--- config.mk ---
export PLATFORM = sky130hd
export DESIGN_NAME = deadline_ordered_task_queue
export DESIGN_NICKNAME = d
export VERILOG_FILES = /design/src/design/dotq_pkg.sv /design/src/design/dotq_slot_ram.sv /design/src/design/dotq_ctrl.sv /design/src/design/deadline_ordered_task_queue.sv
export SDC_FILE = /design/constraint.sdc
export NUM_CORES = 2
export LEC_CHECK = 0
export BUFFER_PORTS_ARGS = -buffer_cell sky130_fd_sc_hd__buf_2
export CAP_MARGIN = 20
export CORE_MARGIN = 5
export CORE_UTILIZATION = 40
export CTS_CLUSTER_DIAMETER = 40
export DETAILED_ROUTE_END_ITERATION = 10
export SYNTH_ARGS = -nofsm -noshare
export SYNTH_HDL_FRONTEND = slang
export SYNTH_HIERARCHICAL = 1
export SYNTH_SLANG_ARGS = --single-unit
--- constraint.sdc ---
create_clock -name clock -period 8.8 [get_ports clock]
set_input_delay 0.44 -clock clock [delete_from_list [all_inputs] [get_ports clock]]
set_output_delay 0.44 -clock clock [all_outputs]
set_load 0.05 [all_outputs]
--- src/design/dotq_pkg.sv ---
// shared types and constants of the deadline ordered task queue
// no dependencies; every design file refers to it by scoped names
`default_nettype none

package dotq_pkg;

   localparam int SLOT_LIMIT_DEFAULT = 32;
   localparam int DEADLINE_W         = 64;
   localparam int SLOT_NUM_W         = 5;
   localparam int OP_W               = 2;
   localparam int STATUS_W           = 2;
   localparam int ACTIVE_W           = 5;
   localparam int CSR_ADDR_W         = 3;
   localparam int CSR_DATA_W         = 32;

   localparam logic [ACTIVE_W-1:0] ACTIVE_RESET = 5'd31;
   localparam logic [0:0]          REG_ACTIVE_SLOTS = 1'b0;

   typedef enum logic [OP_W-1:0] {
      OP_REGISTER   = 2'd0,
      OP_RESCHEDULE = 2'd1,
      OP_SERVICE    = 2'd2
   } op_type;

   typedef enum logic [STATUS_W-1:0] {
      STATUS_OK       = 2'd0,
      STATUS_FULL     = 2'd1,
      STATUS_BAD_SLOT = 2'd2
   } status_type;

   typedef enum logic [2:0] {
      ST_IDLE,
      ST_DECIDE,
      ST_CHECK,
      ST_SCAN,
      ST_DRAIN,
      ST_FINISH,
      ST_DONE
   } state_type;

   typedef struct packed {
      logic scan;
      logic fetch;
      logic write;
      logic drop;
   } ram_cmd_type;

   typedef struct packed {
      logic valid;
      logic le;
      logic head;
   } ram_step_type;

   typedef struct packed {
      logic [SLOT_NUM_W-1:0] chosen_slot;
      logic                  slot_due;
      logic [DEADLINE_W-1:0] earliest_deadline;
      status_type            status;
   } result_type;

endpackage

`default_nettype wire

--- src/design/dotq_slot_ram.sv ---
// slot deadline and queue rank memories with the read-modify-write rank update
// depends on dotq_pkg
`default_nettype none

module dotq_slot_ram #(
   parameter int SLOT_LIMIT = dotq_pkg::SLOT_LIMIT_DEFAULT
) (
   input  wire                                  clock,
   input  wire                                  reset,
   input  dotq_pkg::ram_cmd_type                cmd,
   input  wire  [$clog2(SLOT_LIMIT)-1:0]        rd_addr,
   input  wire  [$clog2(SLOT_LIMIT)-1:0]        wr_addr,
   input  wire  [$clog2(SLOT_LIMIT)-1:0]        wr_rank,
   input  wire  [$clog2(SLOT_LIMIT)-1:0]        ref_rank,
   input  wire  [dotq_pkg::DEADLINE_W-1:0]      new_deadline,
   output logic [dotq_pkg::DEADLINE_W-1:0]      rd_deadline,
   output logic [$clog2(SLOT_LIMIT)-1:0]        rd_rank,
   output dotq_pkg::ram_step_type               step,
   output logic [$clog2(SLOT_LIMIT)-1:0]        step_addr
);

   localparam int NSLOT = SLOT_LIMIT - 1;
   localparam int SW    = $clog2(SLOT_LIMIT);

   logic [dotq_pkg::DEADLINE_W-1:0] dl_mem [NSLOT];
   logic [SW-1:0]                   rk_mem [NSLOT];

   logic [dotq_pkg::DEADLINE_W-1:0] dl_rd_ff;
   logic [SW-1:0]                   rk_rd_ff;
   logic                            pend_ff;
   logic                            pend_in;
   logic [SW-1:0]                   pend_addr_ff;

   logic          le;
   logic          dec;
   logic [SW-1:0] rank_new;

   assign pend_in = cmd.scan;

   always_ff @(posedge clock) begin
      if (reset) begin
         pend_ff <= 1'b0;
      end else begin
         pend_ff <= pend_in;
      end
   end

   always_ff @(posedge clock) begin
      if (cmd.scan || cmd.fetch) begin
         dl_rd_ff <= dl_mem[rd_addr];
         rk_rd_ff <= rk_mem[rd_addr];
      end
      pend_addr_ff <= rd_addr;
   end

   // rank after taking the moving slot out and putting it back at its new deadline
   always_comb begin
      le       = dl_rd_ff <= new_deadline;
      dec      = cmd.drop && (rk_rd_ff > ref_rank);
      rank_new = rk_rd_ff - SW'(dec) + SW'(!le);
   end

   always_ff @(posedge clock) begin
      if (pend_ff) begin
         rk_mem[pend_addr_ff] <= rank_new;
      end else if (cmd.write) begin
         rk_mem[wr_addr] <= wr_rank;
      end
      if (cmd.write) begin
         dl_mem[wr_addr] <= new_deadline;
      end
   end

   assign rd_deadline = dl_rd_ff;
   assign rd_rank     = rk_rd_ff;
   assign step_addr   = pend_addr_ff;
   assign step.valid  = pend_ff;
   assign step.le     = le;
   assign step.head   = rank_new == '0;

endmodule

`default_nettype wire

--- src/design/dotq_ctrl.sv ---
// command sequencer: allocation, slot scan, head tracking and result build
// depends on dotq_pkg; drives dotq_slot_ram
`default_nettype none

module dotq_ctrl #(
   parameter int SLOT_LIMIT = dotq_pkg::SLOT_LIMIT_DEFAULT
) (
   input  wire                                  clock,
   input  wire                                  reset,
   input  wire  [dotq_pkg::ACTIVE_W-1:0]        active_slots,
   input  wire                                  req_valid,
   output logic                                 req_ready,
   input  wire  [dotq_pkg::OP_W-1:0]            req_operation,
   input  wire  [dotq_pkg::SLOT_NUM_W-1:0]      req_slot_number,
   input  wire  [dotq_pkg::DEADLINE_W-1:0]      req_new_deadline,
   input  wire  [dotq_pkg::DEADLINE_W-1:0]      req_current_time,
   input  wire                                  out_free,
   output logic                                 res_valid,
   output dotq_pkg::result_type                 res,
   output dotq_pkg::ram_cmd_type                cmd,
   output logic [$clog2(SLOT_LIMIT)-1:0]        rd_addr,
   output logic [$clog2(SLOT_LIMIT)-1:0]        wr_addr,
   output logic [$clog2(SLOT_LIMIT)-1:0]        wr_rank,
   output logic [$clog2(SLOT_LIMIT)-1:0]        ref_rank,
   output logic [dotq_pkg::DEADLINE_W-1:0]      new_deadline,
   input  wire  [dotq_pkg::DEADLINE_W-1:0]      rd_deadline,
   input  wire  [$clog2(SLOT_LIMIT)-1:0]        rd_rank,
   input  dotq_pkg::ram_step_type               step,
   input  wire  [$clog2(SLOT_LIMIT)-1:0]        step_addr
);

   localparam int NSLOT = SLOT_LIMIT - 1;
   localparam int SW    = $clog2(SLOT_LIMIT);
   localparam int CAP   = 1 << SW;
   localparam int DW    = dotq_pkg::DEADLINE_W;
   localparam int NW    = dotq_pkg::SLOT_NUM_W;

   dotq_pkg::state_type  state_ff, state_in;
   dotq_pkg::op_type     op_ff, op_in;
   dotq_pkg::status_type status_ff, status_in;
   logic [NW-1:0]        num_ff, num_in;
   logic [DW-1:0]        dl_ff, dl_in;
   logic [DW-1:0]        now_ff, now_in;
   logic [SW-1:0]        slot_ff, slot_in;
   logic [SW-1:0]        cnt_ff, cnt_in;
   logic [SW-1:0]        pos_ff, pos_in;
   logic [SW-1:0]        ref_ff, ref_in;
   logic                 drop_ff, drop_in;
   logic [CAP-1:0]       use_ff, use_in;
   logic [SW-1:0]        hd_slot_ff, hd_slot_in;
   logic [DW-1:0]        hd_dl_ff, hd_dl_in;
   logic [SW-1:0]        nh_slot_ff, nh_slot_in;
   logic [DW-1:0]        nh_dl_ff, nh_dl_in;
   logic [NW-1:0]        chosen_ff, chosen_in;
   logic                 due_ff, due_in;

   logic [dotq_pkg::ACTIVE_W-1:0] act;
   logic                          found;
   logic [SW-1:0]                 alloc;
   logic [NW-1:0]                 num_m1;
   logic [SW-1:0]                 num_idx;
   logic                          bad;
   logic                          head_due;

   always_ff @(posedge clock) begin
      if (reset) begin
         state_ff <= dotq_pkg::ST_IDLE;
         use_ff   <= '0;
      end else begin
         state_ff <= state_in;
         use_ff   <= use_in;
      end
   end

   always_ff @(posedge clock) begin
      op_ff      <= op_in;
      status_ff  <= status_in;
      num_ff     <= num_in;
      dl_ff      <= dl_in;
      now_ff     <= now_in;
      slot_ff    <= slot_in;
      cnt_ff     <= cnt_in;
      pos_ff     <= pos_in;
      ref_ff     <= ref_in;
      drop_ff    <= drop_in;
      hd_slot_ff <= hd_slot_in;
      hd_dl_ff   <= hd_dl_in;
      nh_slot_ff <= nh_slot_in;
      nh_dl_ff   <= nh_dl_in;
      chosen_ff  <= chosen_in;
      due_ff     <= due_in;
   end

   // effective active count, lowest free slot, reschedule check, due test
   always_comb begin
      if ({1'b0, active_slots} > 6'(NSLOT)) begin
         act = dotq_pkg::ACTIVE_W'(NSLOT);
      end else begin
         act = active_slots;
      end
      found = 1'b0;
      alloc = '0;
      for (int i = CAP - 1; i >= 0; i--) begin
         if (!use_ff[i] && (i < int'(act))) begin
            found = 1'b1;
            alloc = SW'(i);
         end
      end
      num_m1   = num_ff - 5'd1;
      num_idx  = SW'(num_m1);
      bad      = (num_ff == '0) || (num_ff > act) || !use_ff[num_idx];
      head_due = (|use_ff) && (hd_dl_ff != '1) && (hd_dl_ff <= now_ff);
   end

   always_comb begin
      state_in   = state_ff;
      op_in      = op_ff;
      status_in  = status_ff;
      num_in     = num_ff;
      dl_in      = dl_ff;
      now_in     = now_ff;
      slot_in    = slot_ff;
      cnt_in     = cnt_ff;
      pos_in     = pos_ff;
      ref_in     = ref_ff;
      drop_in    = drop_ff;
      use_in     = use_ff;
      hd_slot_in = hd_slot_ff;
      hd_dl_in   = hd_dl_ff;
      nh_slot_in = nh_slot_ff;
      nh_dl_in   = nh_dl_ff;
      chosen_in  = chosen_ff;
      due_in     = due_ff;
      cmd        = '0;
      cmd.drop   = drop_ff;
      rd_addr    = cnt_ff;
      req_ready  = 1'b0;
      res_valid  = 1'b0;

      // updated rank coming back from the memory
      if (step.valid) begin
         if (step.le) begin
            pos_in = pos_ff + SW'(1);
         end
         if (step.head) begin
            nh_slot_in = step_addr;
            nh_dl_in   = rd_deadline;
         end
      end

      case (state_ff)
         dotq_pkg::ST_IDLE: begin
            req_ready = 1'b1;
            if (req_valid) begin
               op_in    = dotq_pkg::op_type'(req_operation);
               num_in   = req_slot_number;
               dl_in    = req_new_deadline;
               now_in   = req_current_time;
               state_in = dotq_pkg::ST_DECIDE;
            end
         end
         dotq_pkg::ST_DECIDE: begin
            chosen_in = '0;
            due_in    = 1'b0;
            status_in = dotq_pkg::STATUS_OK;
            state_in  = dotq_pkg::ST_DONE;
            case (op_ff)
               dotq_pkg::OP_REGISTER: begin
                  if (found) begin
                     slot_in  = alloc;
                     drop_in  = 1'b0;
                     pos_in   = '0;
                     cnt_in   = '0;
                     state_in = dotq_pkg::ST_SCAN;
                  end else begin
                     status_in = dotq_pkg::STATUS_FULL;
                  end
               end
               dotq_pkg::OP_RESCHEDULE: begin
                  if (bad) begin
                     status_in = dotq_pkg::STATUS_BAD_SLOT;
                  end else begin
                     slot_in   = num_idx;
                     rd_addr   = num_idx;
                     cmd.fetch = 1'b1;
                     state_in  = dotq_pkg::ST_CHECK;
                  end
               end
               dotq_pkg::OP_SERVICE: begin
                  if (head_due) begin
                     chosen_in = NW'(hd_slot_ff) + 5'd1;
                     due_in    = 1'b1;
                  end
               end
               default: begin
               end
            endcase
         end
         dotq_pkg::ST_CHECK: begin
            if (rd_deadline == dl_ff) begin
               state_in = dotq_pkg::ST_DONE;
            end else begin
               ref_in   = rd_rank;
               drop_in  = 1'b1;
               pos_in   = '0;
               cnt_in   = '0;
               state_in = dotq_pkg::ST_SCAN;
            end
         end
         dotq_pkg::ST_SCAN: begin
            cmd.scan = use_ff[cnt_ff] && (cnt_ff != slot_ff);
            cnt_in   = cnt_ff + SW'(1);
            if (cnt_ff == SW'(NSLOT - 1)) begin
               state_in = dotq_pkg::ST_DRAIN;
            end
         end
         dotq_pkg::ST_DRAIN: begin
            state_in = dotq_pkg::ST_FINISH;
         end
         dotq_pkg::ST_FINISH: begin
            cmd.write        = 1'b1;
            use_in[slot_ff]  = 1'b1;
            if (pos_ff == '0) begin
               hd_slot_in = slot_ff;
               hd_dl_in   = dl_ff;
            end else begin
               hd_slot_in = nh_slot_ff;
               hd_dl_in   = nh_dl_ff;
            end
            if (op_ff == dotq_pkg::OP_REGISTER) begin
               chosen_in = NW'(slot_ff) + 5'd1;
            end
            state_in = dotq_pkg::ST_DONE;
         end
         dotq_pkg::ST_DONE: begin
            res_valid = out_free;
            if (out_free) begin
               state_in = dotq_pkg::ST_IDLE;
            end
         end
         default: begin
            state_in = dotq_pkg::ST_IDLE;
         end
      endcase
   end

   assign wr_addr      = slot_ff;
   assign wr_rank      = pos_ff;
   assign ref_rank     = ref_ff;
   assign new_deadline = dl_ff;

   assign res.chosen_slot       = chosen_ff;
   assign res.slot_due          = due_ff;
   assign res.earliest_deadline = (|use_ff) ? hd_dl_ff : '1;
   assign res.status            = status_ff;

endmodule

`default_nettype wire

--- src/design/deadline_ordered_task_queue.sv ---
// top level of the deadline ordered task queue: csr port, result register, checks
// depends on dotq_pkg, dotq_slot_ram and dotq_ctrl
//
//   channel  ports   direction  handshake            beat
//   req      req_*   in         req_valid/req_ready  one command
//   rsp      rsp_*   out        rsp_valid/rsp_ready  one result
//   csr      csr_*   in/out     apb setup + access   one register write or read
//
// register and reschedule walk every slot once through the rank memory; reschedule
// first fetches the slot and skips the walk if its deadline is unchanged
// service and rejected commands skip the walk; the next beat is taken after the result leaves
// the result register frees the sequencer, so a stalled rsp side holds at most one result
// synchronous reset clears the in-use flags and control; no memory clearing pass is needed
`default_nettype none

module deadline_ordered_task_queue #(
   parameter int SLOT_LIMIT = dotq_pkg::SLOT_LIMIT_DEFAULT
) (
   input  wire                                   clock,
   input  wire                                   reset,
   input  wire                                   req_valid,
   output logic                                  req_ready,
   input  wire  [dotq_pkg::OP_W-1:0]             req_operation,
   input  wire  [dotq_pkg::SLOT_NUM_W-1:0]       req_slot_number,
   input  wire  [dotq_pkg::DEADLINE_W-1:0]       req_new_deadline,
   input  wire  [dotq_pkg::DEADLINE_W-1:0]       req_current_time,
   output logic                                  rsp_valid,
   input  wire                                   rsp_ready,
   output logic [dotq_pkg::SLOT_NUM_W-1:0]       rsp_chosen_slot,
   output logic                                  rsp_slot_due,
   output logic [dotq_pkg::DEADLINE_W-1:0]       rsp_earliest_deadline,
   output logic [dotq_pkg::STATUS_W-1:0]         rsp_status,
   input  wire                                   csr_psel,
   input  wire                                   csr_penable,
   input  wire                                   csr_pwrite,
   input  wire  [dotq_pkg::CSR_ADDR_W-1:0]       csr_paddr,
   input  wire  [dotq_pkg::CSR_DATA_W-1:0]       csr_pwdata,
   output logic [dotq_pkg::CSR_DATA_W-1:0]       csr_prdata,
   output logic                                  csr_pready
);

   localparam int SW = $clog2(SLOT_LIMIT);

   logic [dotq_pkg::ACTIVE_W-1:0] active_ff, active_in;
   logic                          rsp_valid_ff, rsp_valid_in;
   dotq_pkg::result_type          rsp_data_ff, rsp_data_in;

   logic                          out_free;
   logic                          res_valid;
   dotq_pkg::result_type          res;
   dotq_pkg::ram_cmd_type         cmd;
   dotq_pkg::ram_step_type        step;
   logic [SW-1:0]                 rd_addr;
   logic [SW-1:0]                 wr_addr;
   logic [SW-1:0]                 wr_rank;
   logic [SW-1:0]                 ref_rank;
   logic [SW-1:0]                 rd_rank;
   logic [SW-1:0]                 step_addr;
   logic [dotq_pkg::DEADLINE_W-1:0] new_deadline;
   logic [dotq_pkg::DEADLINE_W-1:0] rd_deadline;
   logic                          csr_hit;

   // csr
   assign csr_pready = 1'b1;
   assign csr_hit    = csr_paddr[dotq_pkg::CSR_ADDR_W-1:2] == dotq_pkg::REG_ACTIVE_SLOTS;

   always_comb begin
      active_in = active_ff;
      if (csr_psel && csr_penable && csr_pwrite && csr_pready && csr_hit) begin
         active_in = csr_pwdata[dotq_pkg::ACTIVE_W-1:0];
      end
      if (csr_hit) begin
         csr_prdata = dotq_pkg::CSR_DATA_W'(active_ff);
      end else begin
         csr_prdata = '0;
      end
   end

   // result register
   assign out_free = !rsp_valid_ff || rsp_ready;

   always_comb begin
      rsp_valid_in = rsp_valid_ff;
      rsp_data_in  = rsp_data_ff;
      if (res_valid) begin
         rsp_valid_in = 1'b1;
         rsp_data_in  = res;
      end else if (rsp_ready) begin
         rsp_valid_in = 1'b0;
      end
   end

   always_ff @(posedge clock) begin
      if (reset) begin
         active_ff    <= dotq_pkg::ACTIVE_RESET;
         rsp_valid_ff <= 1'b0;
      end else begin
         active_ff    <= active_in;
         rsp_valid_ff <= rsp_valid_in;
      end
   end

   always_ff @(posedge clock) begin
      rsp_data_ff <= rsp_data_in;
   end

   assign rsp_valid             = rsp_valid_ff;
   assign rsp_chosen_slot       = rsp_data_ff.chosen_slot;
   assign rsp_slot_due          = rsp_data_ff.slot_due;
   assign rsp_earliest_deadline = rsp_data_ff.earliest_deadline;
   assign rsp_status            = rsp_data_ff.status;

   dotq_ctrl #(
      .SLOT_LIMIT (SLOT_LIMIT)
   ) u_ctrl (
      .clock            (clock),
      .reset            (reset),
      .active_slots     (active_ff),
      .req_valid        (req_valid),
      .req_ready        (req_ready),
      .req_operation    (req_operation),
      .req_slot_number  (req_slot_number),
      .req_new_deadline (req_new_deadline),
      .req_current_time (req_current_time),
      .out_free         (out_free),
      .res_valid        (res_valid),
      .res              (res),
      .cmd              (cmd),
      .rd_addr          (rd_addr),
      .wr_addr          (wr_addr),
      .wr_rank          (wr_rank),
      .ref_rank         (ref_rank),
      .new_deadline     (new_deadline),
      .rd_deadline      (rd_deadline),
      .rd_rank          (rd_rank),
      .step             (step),
      .step_addr        (step_addr)
   );

   dotq_slot_ram #(
      .SLOT_LIMIT (SLOT_LIMIT)
   ) u_slot_ram (
      .clock        (clock),
      .reset        (reset),
      .cmd          (cmd),
      .rd_addr      (rd_addr),
      .wr_addr      (wr_addr),
      .wr_rank      (wr_rank),
      .ref_rank     (ref_rank),
      .new_deadline (new_deadline),
      .rd_deadline  (rd_deadline),
      .rd_rank      (rd_rank),
      .step         (step),
      .step_addr    (step_addr)
   );

   // one command in flight at a time
   a_busy_after_accept: assert property (@(posedge clock) disable iff (reset)
      req_valid && req_ready |=> !req_ready)
      else $error("command taken while another is in flight");

   // a stalled result is never overwritten
   a_hold_result: assert property (@(posedge clock) disable iff (reset)
      rsp_valid && !rsp_ready |-> !res_valid)
      else $error("result register overwritten while stalled");

   // a due slot is reported with a real slot number and a real deadline
   a_due_slot: assert property (@(posedge clock) disable iff (reset)
      rsp_valid && rsp_slot_due |-> (rsp_chosen_slot != '0) && (rsp_earliest_deadline != '1))
      else $error("due result without slot or deadline");

   // a full queue never reports an allocated slot
   a_full_no_slot: assert property (@(posedge clock) disable iff (reset)
      rsp_valid && (rsp_status == dotq_pkg::STATUS_FULL) |-> (rsp_chosen_slot == '0))
      else $error("full status with a slot number");

endmodule

`default_nettype wire
======== Yosys cells after proc, flatten, opt, wreduce, memory -nomap -nowiden ========
Memory sizes are Yosys's and may differ from the RTL's. A register that Yosys moved wholly into a read port is not among the register bits.
Index checks and enable logic that the tools add are counted.
storage, ports and cells
  register bits ........................... 421
  RAM bits ................................ 2139
  bits of input ports ..................... 177
  output and inout bits ................... 107
  logic and storage cells ................. 320
  memories kept ........................... 2
memory list
  memory             depth  width  read ports  clocked after memory_dff  write ports  RTL line             source
  u_slot_ram.dl_mem  31     64     1           1                         1            dotq_slot_ram.sv:25  logic [dotq_pkg::DEADLINE_W-1:0] dl_mem [NSLOT];
  u_slot_ram.rk_mem  31     5      1           1                         1            dotq_slot_ram.sv:26  logic [SW-1:0] rk_mem [NSLOT];
cells by class
  $add $sub $neg .......................... 7
  $lt $le $gt $ge ......................... 39
  eq/ne operators ......................... 21
  muxes and demuxes ....................... 125
  bitwise logic cells ..................... 3
  reductions and logical operators ........ 97
operators with widths
  cell                                                 count
  two-way mux 5 bit                                    51
  less-or-equal comparator 64 bit                      2
  < comparator 5 bit (first input constant)            15
  equality test 64 bit                                 1
  two-way mux 64 bit                                   1
  != test 64 bit (second input constant)               1
  two-way mux 1 bit                                    55
  < comparator 4 x 5 -> 1 bit (first input constant)   8
  logical AND 1 bit                                    39
  zero test 1 bit                                      34
  bitwise OR 32 bit                                    1
  OR reduction 32 bit                                  1
  case mux 5 bit (2 select lines)                      3
  case mux 3 bit (7 select lines)                      1
  adder 5 x 1 -> 5 bit (second input constant)         4
  < comparator 3 x 5 -> 1 bit (first input constant)   4
  < comparator 5 x 6 -> 1 bit (second input constant)  3
  two-way mux 3 bit                                    6
  zero test 5 bit                                      3
  case mux 5 bit (3 select lines)                      1
  != test 2 x 1 -> 1 bit (second input constant)       6
  AND reduction 4 bit                                  3
  binary-select mux 1 bit (select 5 bit)               2
  greater-than comparator 5 bit                        2
  other kinds (28)                                     45

======== Logic depth before layout (Yosys ltp) ========
  depth in word-level cells ............... 36
  mapped depth ............................ 20
  mapped depth without buffers ............ 17

======== Cells and area by module ========
Netlist, hierarchy kept.
modules (own cells, without submodules)
  module                       times used  cells an instance  area an instance (µm²)  seq. area each (µm²)
  dotq_slot_ram                1           3672               85733.5                 66423.7
  dotq_ctrl                    1           1270               16354.4                 9719.3
  deadline_ordered_task_queue  1           134                2671.3                  2282.2

======== Worst setup path before layout ========
No wires, ideal clock.
  path kind ............................... register to register
  start point ............................. register u_ctrl.state_ff[2]
  end point ............................... register rsp_data_ff (netlist bit rsp_chosen_slot[0]) (enable)
  setup time .............................. 608 ps
  arrival time ............................ 6082 ps
  data required time ...................... 8192 ps
  setup slack ............................. 2110 ps
  cell stages (with the launch flop) ...... 4
  buffers on the path ..................... 1
  clock period less this slack ............ 6690 ps
  cells stage by stage .................... dfxtp_1 > clkbuf_1 > nand2_1 > nor3b_1
between the ends
  cells in the longest elaborated chain, start to end .. 2
RTL lines
  element                 RTL line                            source
  start, declared         dotq_ctrl.sv:38                     dotq_pkg::state_type state_ff, state_in;
  start signal, assigned  dotq_ctrl.sv:67                     state_ff <= dotq_pkg::ST_IDLE;
  start signal, assigned  dotq_ctrl.sv:70                     state_ff <= state_in;
  equality test 3 bit     dotq_ctrl.sv:151                    case (state_ff)
  two-way mux 1 bit       dotq_ctrl.sv:151
  net res_valid           deadline_ordered_task_queue.sv:49   logic res_valid;
  end signal, assigned    deadline_ordered_task_queue.sv:104  rsp_data_ff <= rsp_data_in;
  end, declared           deadline_ordered_task_queue.sv:46   dotq_pkg::result_type rsp_data_ff, rsp_data_in;
The timed path passes the listed nets, and every way through them passes these cells.
A chain may end at the register's enable or synchronous reset.

======== Worst setup path in the final report ========
  start point ............................. register u_ctrl.num_ff[0]
  end point ............................... register u_slot_ram.rk_rd_ff[1], in the netlist u_slot_ram/rd_rank[1], read port of u_slot_ram.rk_mem (data pin)
between the ends
  elaborated cells between the ends (all ways) .. 15
  classes of those cells .................. add/sub (1); order compare (1); mux (8); reduce/logical (5)
RTL lines
  element                                  RTL line                           source
  start, declared                          dotq_ctrl.sv:41                    logic [NW-1:0] num_ff, num_in;
  start signal, assigned                   dotq_ctrl.sv:78                    num_ff <= num_in;
  subtractor 5 x 1 -> 5 bit                dotq_ctrl.sv:109                   num_m1 = num_ff - 5'd1;
  binary-select mux 1 bit (select 5 bit)   dotq_ctrl.sv:111                   bad = (num_ff == '0) || (num_ff > act) || !use_ff[num_idx];
  two-way mux 1 bit (not written as such)  dotq_ctrl.sv:111
  zero test 1 bit                          dotq_ctrl.sv:111
  logical OR 1 bit                         dotq_ctrl.sv:111
  two-way mux 5 bit *                      dotq_ctrl.sv:180                   if (bad) begin
  two-way mux 5 bit *                      dotq_ctrl.sv:167                   case (op_ff)
  two-way mux 5 bit *                      dotq_ctrl.sv:151
  net rd_addr[0]                           deadline_ordered_task_queue.sv:53  logic [SW-1:0] rd_addr;
  end, declared                            dotq_slot_ram.sv:29                logic [SW-1:0] rk_rd_ff;
The timed path passes the listed nets; every way through them passes the cells marked *. The select of a mux whose other input is x is not followed.

==> results by stage <==
Outcome:
- The flow ran to the end, and the final reports show no timing, DRC or antenna violations.

Global route:
- The pin count of the biggest net entering global routing is 94.
- The number of global-route vias before repair came to 54.6k.
- Summed over all layers, the global routing overflow is 0.
- The number of antenna violations at the first check in global routing is 6.
- The overall global routing resource usage is 0.204.
- The wire length of the first global-routing pass is 401 mm.

Worst setup path:
- The most critical setup path has its startpoint at u_ctrl/num_ff[0].
- The worst setup path is launched from a flop.
- The reg-to-reg endpoint is u_slot_ram/rd_rank[1].
- By instance count, the cell type seen most on the critical path is mux2i_1.
- The top cell family by delay on the critical path is multiplexers.
- The launch instance of the worst register-to-register path is u_ctrl/num_ff[0].
- Walking the worst path, the cells encountered are inv_1, ha_1, xor2_1, mux2i_1, mux2i_1, mux2i_1, nor3_2, nand2_1, mux2i_4, buf_4, mux4_2, mux4_2, mux2_2.
- The data arrival time of the critical path is 7.53 ns.
- The critical path in this run is classified as flop to flop.
- The number of cells traversed by the worst register-to-register path is 13.
- The worst setup path is captured at a flop.
- STA puts the critical path data required time at 9.39 ns.
- Along the worst path, the maximum fanout reaches 40.
- The highest-delay cell along the critical path is edfxtp_1.
- The delay of the slowest cell on the worst path is 0.91 ns.
- The setup slack on the worst flop-to-flop path is 1.86 ns.
- The worst setup path endpoint is u_slot_ram/rd_rank[1].
- The number of stages on the worst setup path is 13.
- The number of buffers and inverters on the critical path is 2.

Layout:
- The layout has 21.2k filler cells.
- Of the cells placed in the final design, the portion with a size suffix greater than 1 is 0.318.
- At the end of the flow the core is filled with cells to 0.483.
- From synthesis to final layout, the design area changed by 19.9%.
- The flip-flop and latch area is 78400 µm².
- The cell area after layout is 126000 µm².
- The final layout net count is 6106.
- The multi-input gate area in the final layout is 24900 µm².
- Leaving out filler cells and counting taps, the final layout contains 9585.

STA:
- The clock period minus final worst setup slack is 6.94 ns.
- The least setup slack across all paths after layout is 1.86 ns.
- For the final database, setup skew stands at 0.0535 ns.
- At the pin with the least slew margin, the transition time is 1.21 ns.
- Setup repair after global routing left no endpoint under its margin.
- The post-route clock period utilization is 0.789.
- The final max-slew violation count is 0.
- The final count of negative-setup-slack endpoints is 0.
- The final hold slack is 0.118 ns.
- The worst slew margin relative to its limit is 0.189.
- The number of hold violations in the final report is 0.
- The post-route setup TNS is 0 ns.
- Derived from the worst setup path, the maximum achievable clock frequency is 144 MHz.

Logic synthesis:
- Counting every instance in the synthesized netlist gives 5076.
- The most common cell in the synthesized netlist is edfxtp_1.
- The mapped netlist covers 105000 µm².
- The largest total area in the synthesized netlist belongs to edfxtp_1.
- The adder and majority cell fraction of the synthesized area is 0.0185.
- Measured against the total synthesized area, the mux share comes to 0.161.
- The proportion of netlist area held by the largest area contributor is 0.739.
- Counting flops with an async set or reset pin after synthesis yields a share of 0.
- Counting flops with a built-in enable in the synthesized netlist gives 2577.
- After synthesis, the most frequently instantiated cells are 2577 x edfxtp_1, 635 x mux4_2, 171 x inv_1, 159 x nor2_1, 153 x ha_1.
- The number of flip-flops and latches in the synthesized netlist is 2629.
- The share of the Yosys chip area taken by registers is 0.749.
- The synthesized area divided by synthesized cell count is 20.6 µm².
- Of the total synthesized cell area, the portion taken by AND, OR, NAND and NOR gates is 0.0281.
- The fraction of the mapped netlist area in compound gates is 0.0183.
- Ranked by total cell area, the synthesized netlist is headed by edfxtp_1 74%, mux4_2 14%, ha_1 1.8%.
- The combinational family with the most area after synthesis is multiplexers.
- The number of different library cells in the post-synthesis netlist is 77.
- Among all flip-flop cells after synthesis, the most frequent one is edfxtp_1.
- The yosys synthesis warning count is 6.
- The parity-gate share of the synthesized area counting xor and xnor cells is 0.00736.

CTS:
- In this run the clock root is driven by a clkbuf_16.
- Post-CTS timing repair inserted 0 buffers for setup.
- The hold buffer count at cts is 142.
- The H-tree was split into 5 levels.
- Buffers inserted during clock tree synthesis total 378.
- The clock transition at the register clock pins on the worst setup and hold paths after CTS is 0.06 ns.
- The later pin in the worst-skew pair is clocked with a latency of 0.89 ns.
- The TritonCTS clock tree is yes.
- The number of sinks on the clock net is 2629.
- Gates resized during post-CTS repair numbered 0.
- The clock passes through at most 4 buffers.

Power:
- The reported net switching power is 7.95 mW.
- The switching part of the total is 0.239.
- Of the total power, registers draw 0.433.
- The design internal power is 25.3 mW.
- Total power for the finished layout comes to 33.2 mW.
- The share of total power dissipated in the clock network is 0.458.
- In this run the power density over the cells is 265 nW/µm².
- The part of the total power dissipated in combinational logic is 0.108.
- The leakage dissipation is 41.4 nW.
- IR analysis of the VDD net gives a maximum drop of 0.169 mV.

Routing:
- The total DRC errors in the routed layout is 0.
- The first routing iteration left 5781 violations.
- The number of iterations in the first detailed-routing pass is 7.
- The total via count after detailed routing is 54.0k.
- The detail route stage leaves a number of antenna-violating nets equal to 0.
- The mean routed wirelength per cell is 29.5 µm.
- Using the TritonRoute via totals, the vias-per-cell ratio works out to 5.63.
- After detailed routing, the total wire length is 283 mm.

Min path:
- The path class of the tightest hold or removal check is input pin to flop.

Floorplanning:
- The floorplan step defined a die boundary enclosing 272000 µm².
- In this run the count of I/O pins placed on the die edge is 284.
- The die is 522 µm wide.
- The initial utilization of the core area, before any placement, comes to 0.403.
- The die is 522 µm tall.
- The standard cell core area is 260000 µm².
- The initialized floorplan defines 187 standard-cell rows.

Placement:
- The detailed-placement wirelength estimate is 156 mm.
- The setup slack after placement is 1.90 ns.
- The placer congestion estimate is 0.828.
- The total placed instance area is 111000 µm².
- The count of port buffers added during placement is 226.
- In this run, placement finished with an instance count of 8742.

Run:
- The total of max-cap violations is 0.
==> cell type report <==
class	instances	area share
clock buffer	410	0.0775
clock inverter	282	0.0250
antenna	2	0.0000399
timing repair buffer	545	0.0345
tap	3496	0.0348
sequential	2629	0.625
inverter	172	0.00516
multi-input combinational	2049	0.198
==> layer usage <==
layer	vias up	track usage	routed length (µm)	share of wire
met3	484	0.0371	22400	0.079
li1	22300	-	-	-
met1	28800	0.285	116000	0.41
met4	4	0.0653	9410	0.033
met5	-	0	34	0.00012
met2	2420	0.328	135000	0.48
==> cell families after synthesis <==
| kind of cell | Yosys count |
|---|---|
| buf+inv | 424 |
| fa+ha+maj | 154 |
| other cells | 2 |
| xor+xnor | 88 |
| simple gates | 584 |
| mux | 870 |
| compound gates | 325 |
| flops | 2629 |
==> worst register-to-register path: stages (launching register included) <==
cell      delay, ns
edfxtp_1       0.91
inv_1          0.17
ha_1           0.27
xor2_1         0.78
mux2i_1        0.33
mux2i_1        0.11
mux2i_1        0.41
nor3_2         0.09
nand2_1        0.45
mux2i_4        0.90
buf_4          0.76
mux4_2         0.68
mux4_2         0.52
mux2_2         0.29
==> how the worst min path moves through the flow <==
stage                              from                 end  cells after the start
floorplan           u_ctrl/chosen_ff[0]  rsp_chosen_slot[0]                      0
global placement    u_ctrl/status_ff[1]       rsp_status[1]                      0
detailed placement  u_ctrl/chosen_ff[1]  rsp_chosen_slot[1]                      0
CTS                         csr_penable        active_ff[3]                      3
global route                csr_penable        active_ff[1]                      3
finish                      csr_penable        active_ff[3]                      3
==> registers in the layout (all words and copies together), names as in the netlist, 32 cells and up <==
signal                  count
u_ctrl/now_ff              64
u_slot_ram/rk_mem         155
rsp_earliest_deadline      64
u_ctrl/new_deadline        64
u_slot_ram/dl_mem        1984
u_ctrl/use_ff              32
u_ctrl/nh_dl_ff            64
u_ctrl/hd_dl_ff            64
u_slot_ram/rd_deadline     64
==> cells in the final DEF, fill, tap and decap left out, types with 27 or more instances in the layout <==
cell type and instances:
ha_1 153, nor4_1 32, mux2i_1 83, o21ai_0 63
mux2_2 139, nand4_1 49, mux4_2 635, clkbuf_16 385
clkinv_1 45, inv_6 38, clkinv_2 41, nor2_1 127
dfxtp_1 52, clkinv_4 32, a21oi_1 108, nor2_4 32
or2_2 69, buf_2 226, clkinvlp_4 51, nand2_1 143
xor2_1 77, o21ai_1 60, buf_4 145, bufinv_16 45
nand3_1 27, conb_1 28, dlygate4sd3_1 142, edfxtp_1 2577
inv_1 170
==> power by group through the flow <==
stage	Clock [mW]	Combinational, mW	Sequential (mW)
3_5_place_dp	0	3.54	14.7
5_1_grt	16.1	3.87	14.4
4_1_cts	15.5	3.60	14.4
3_3_place_gp	0	3.48	14.7
6_report	15.2	3.61	14.4
2_1_floorplan	0	2.26	14.8
No activity file was read; power rests on OpenSTA's default activity.
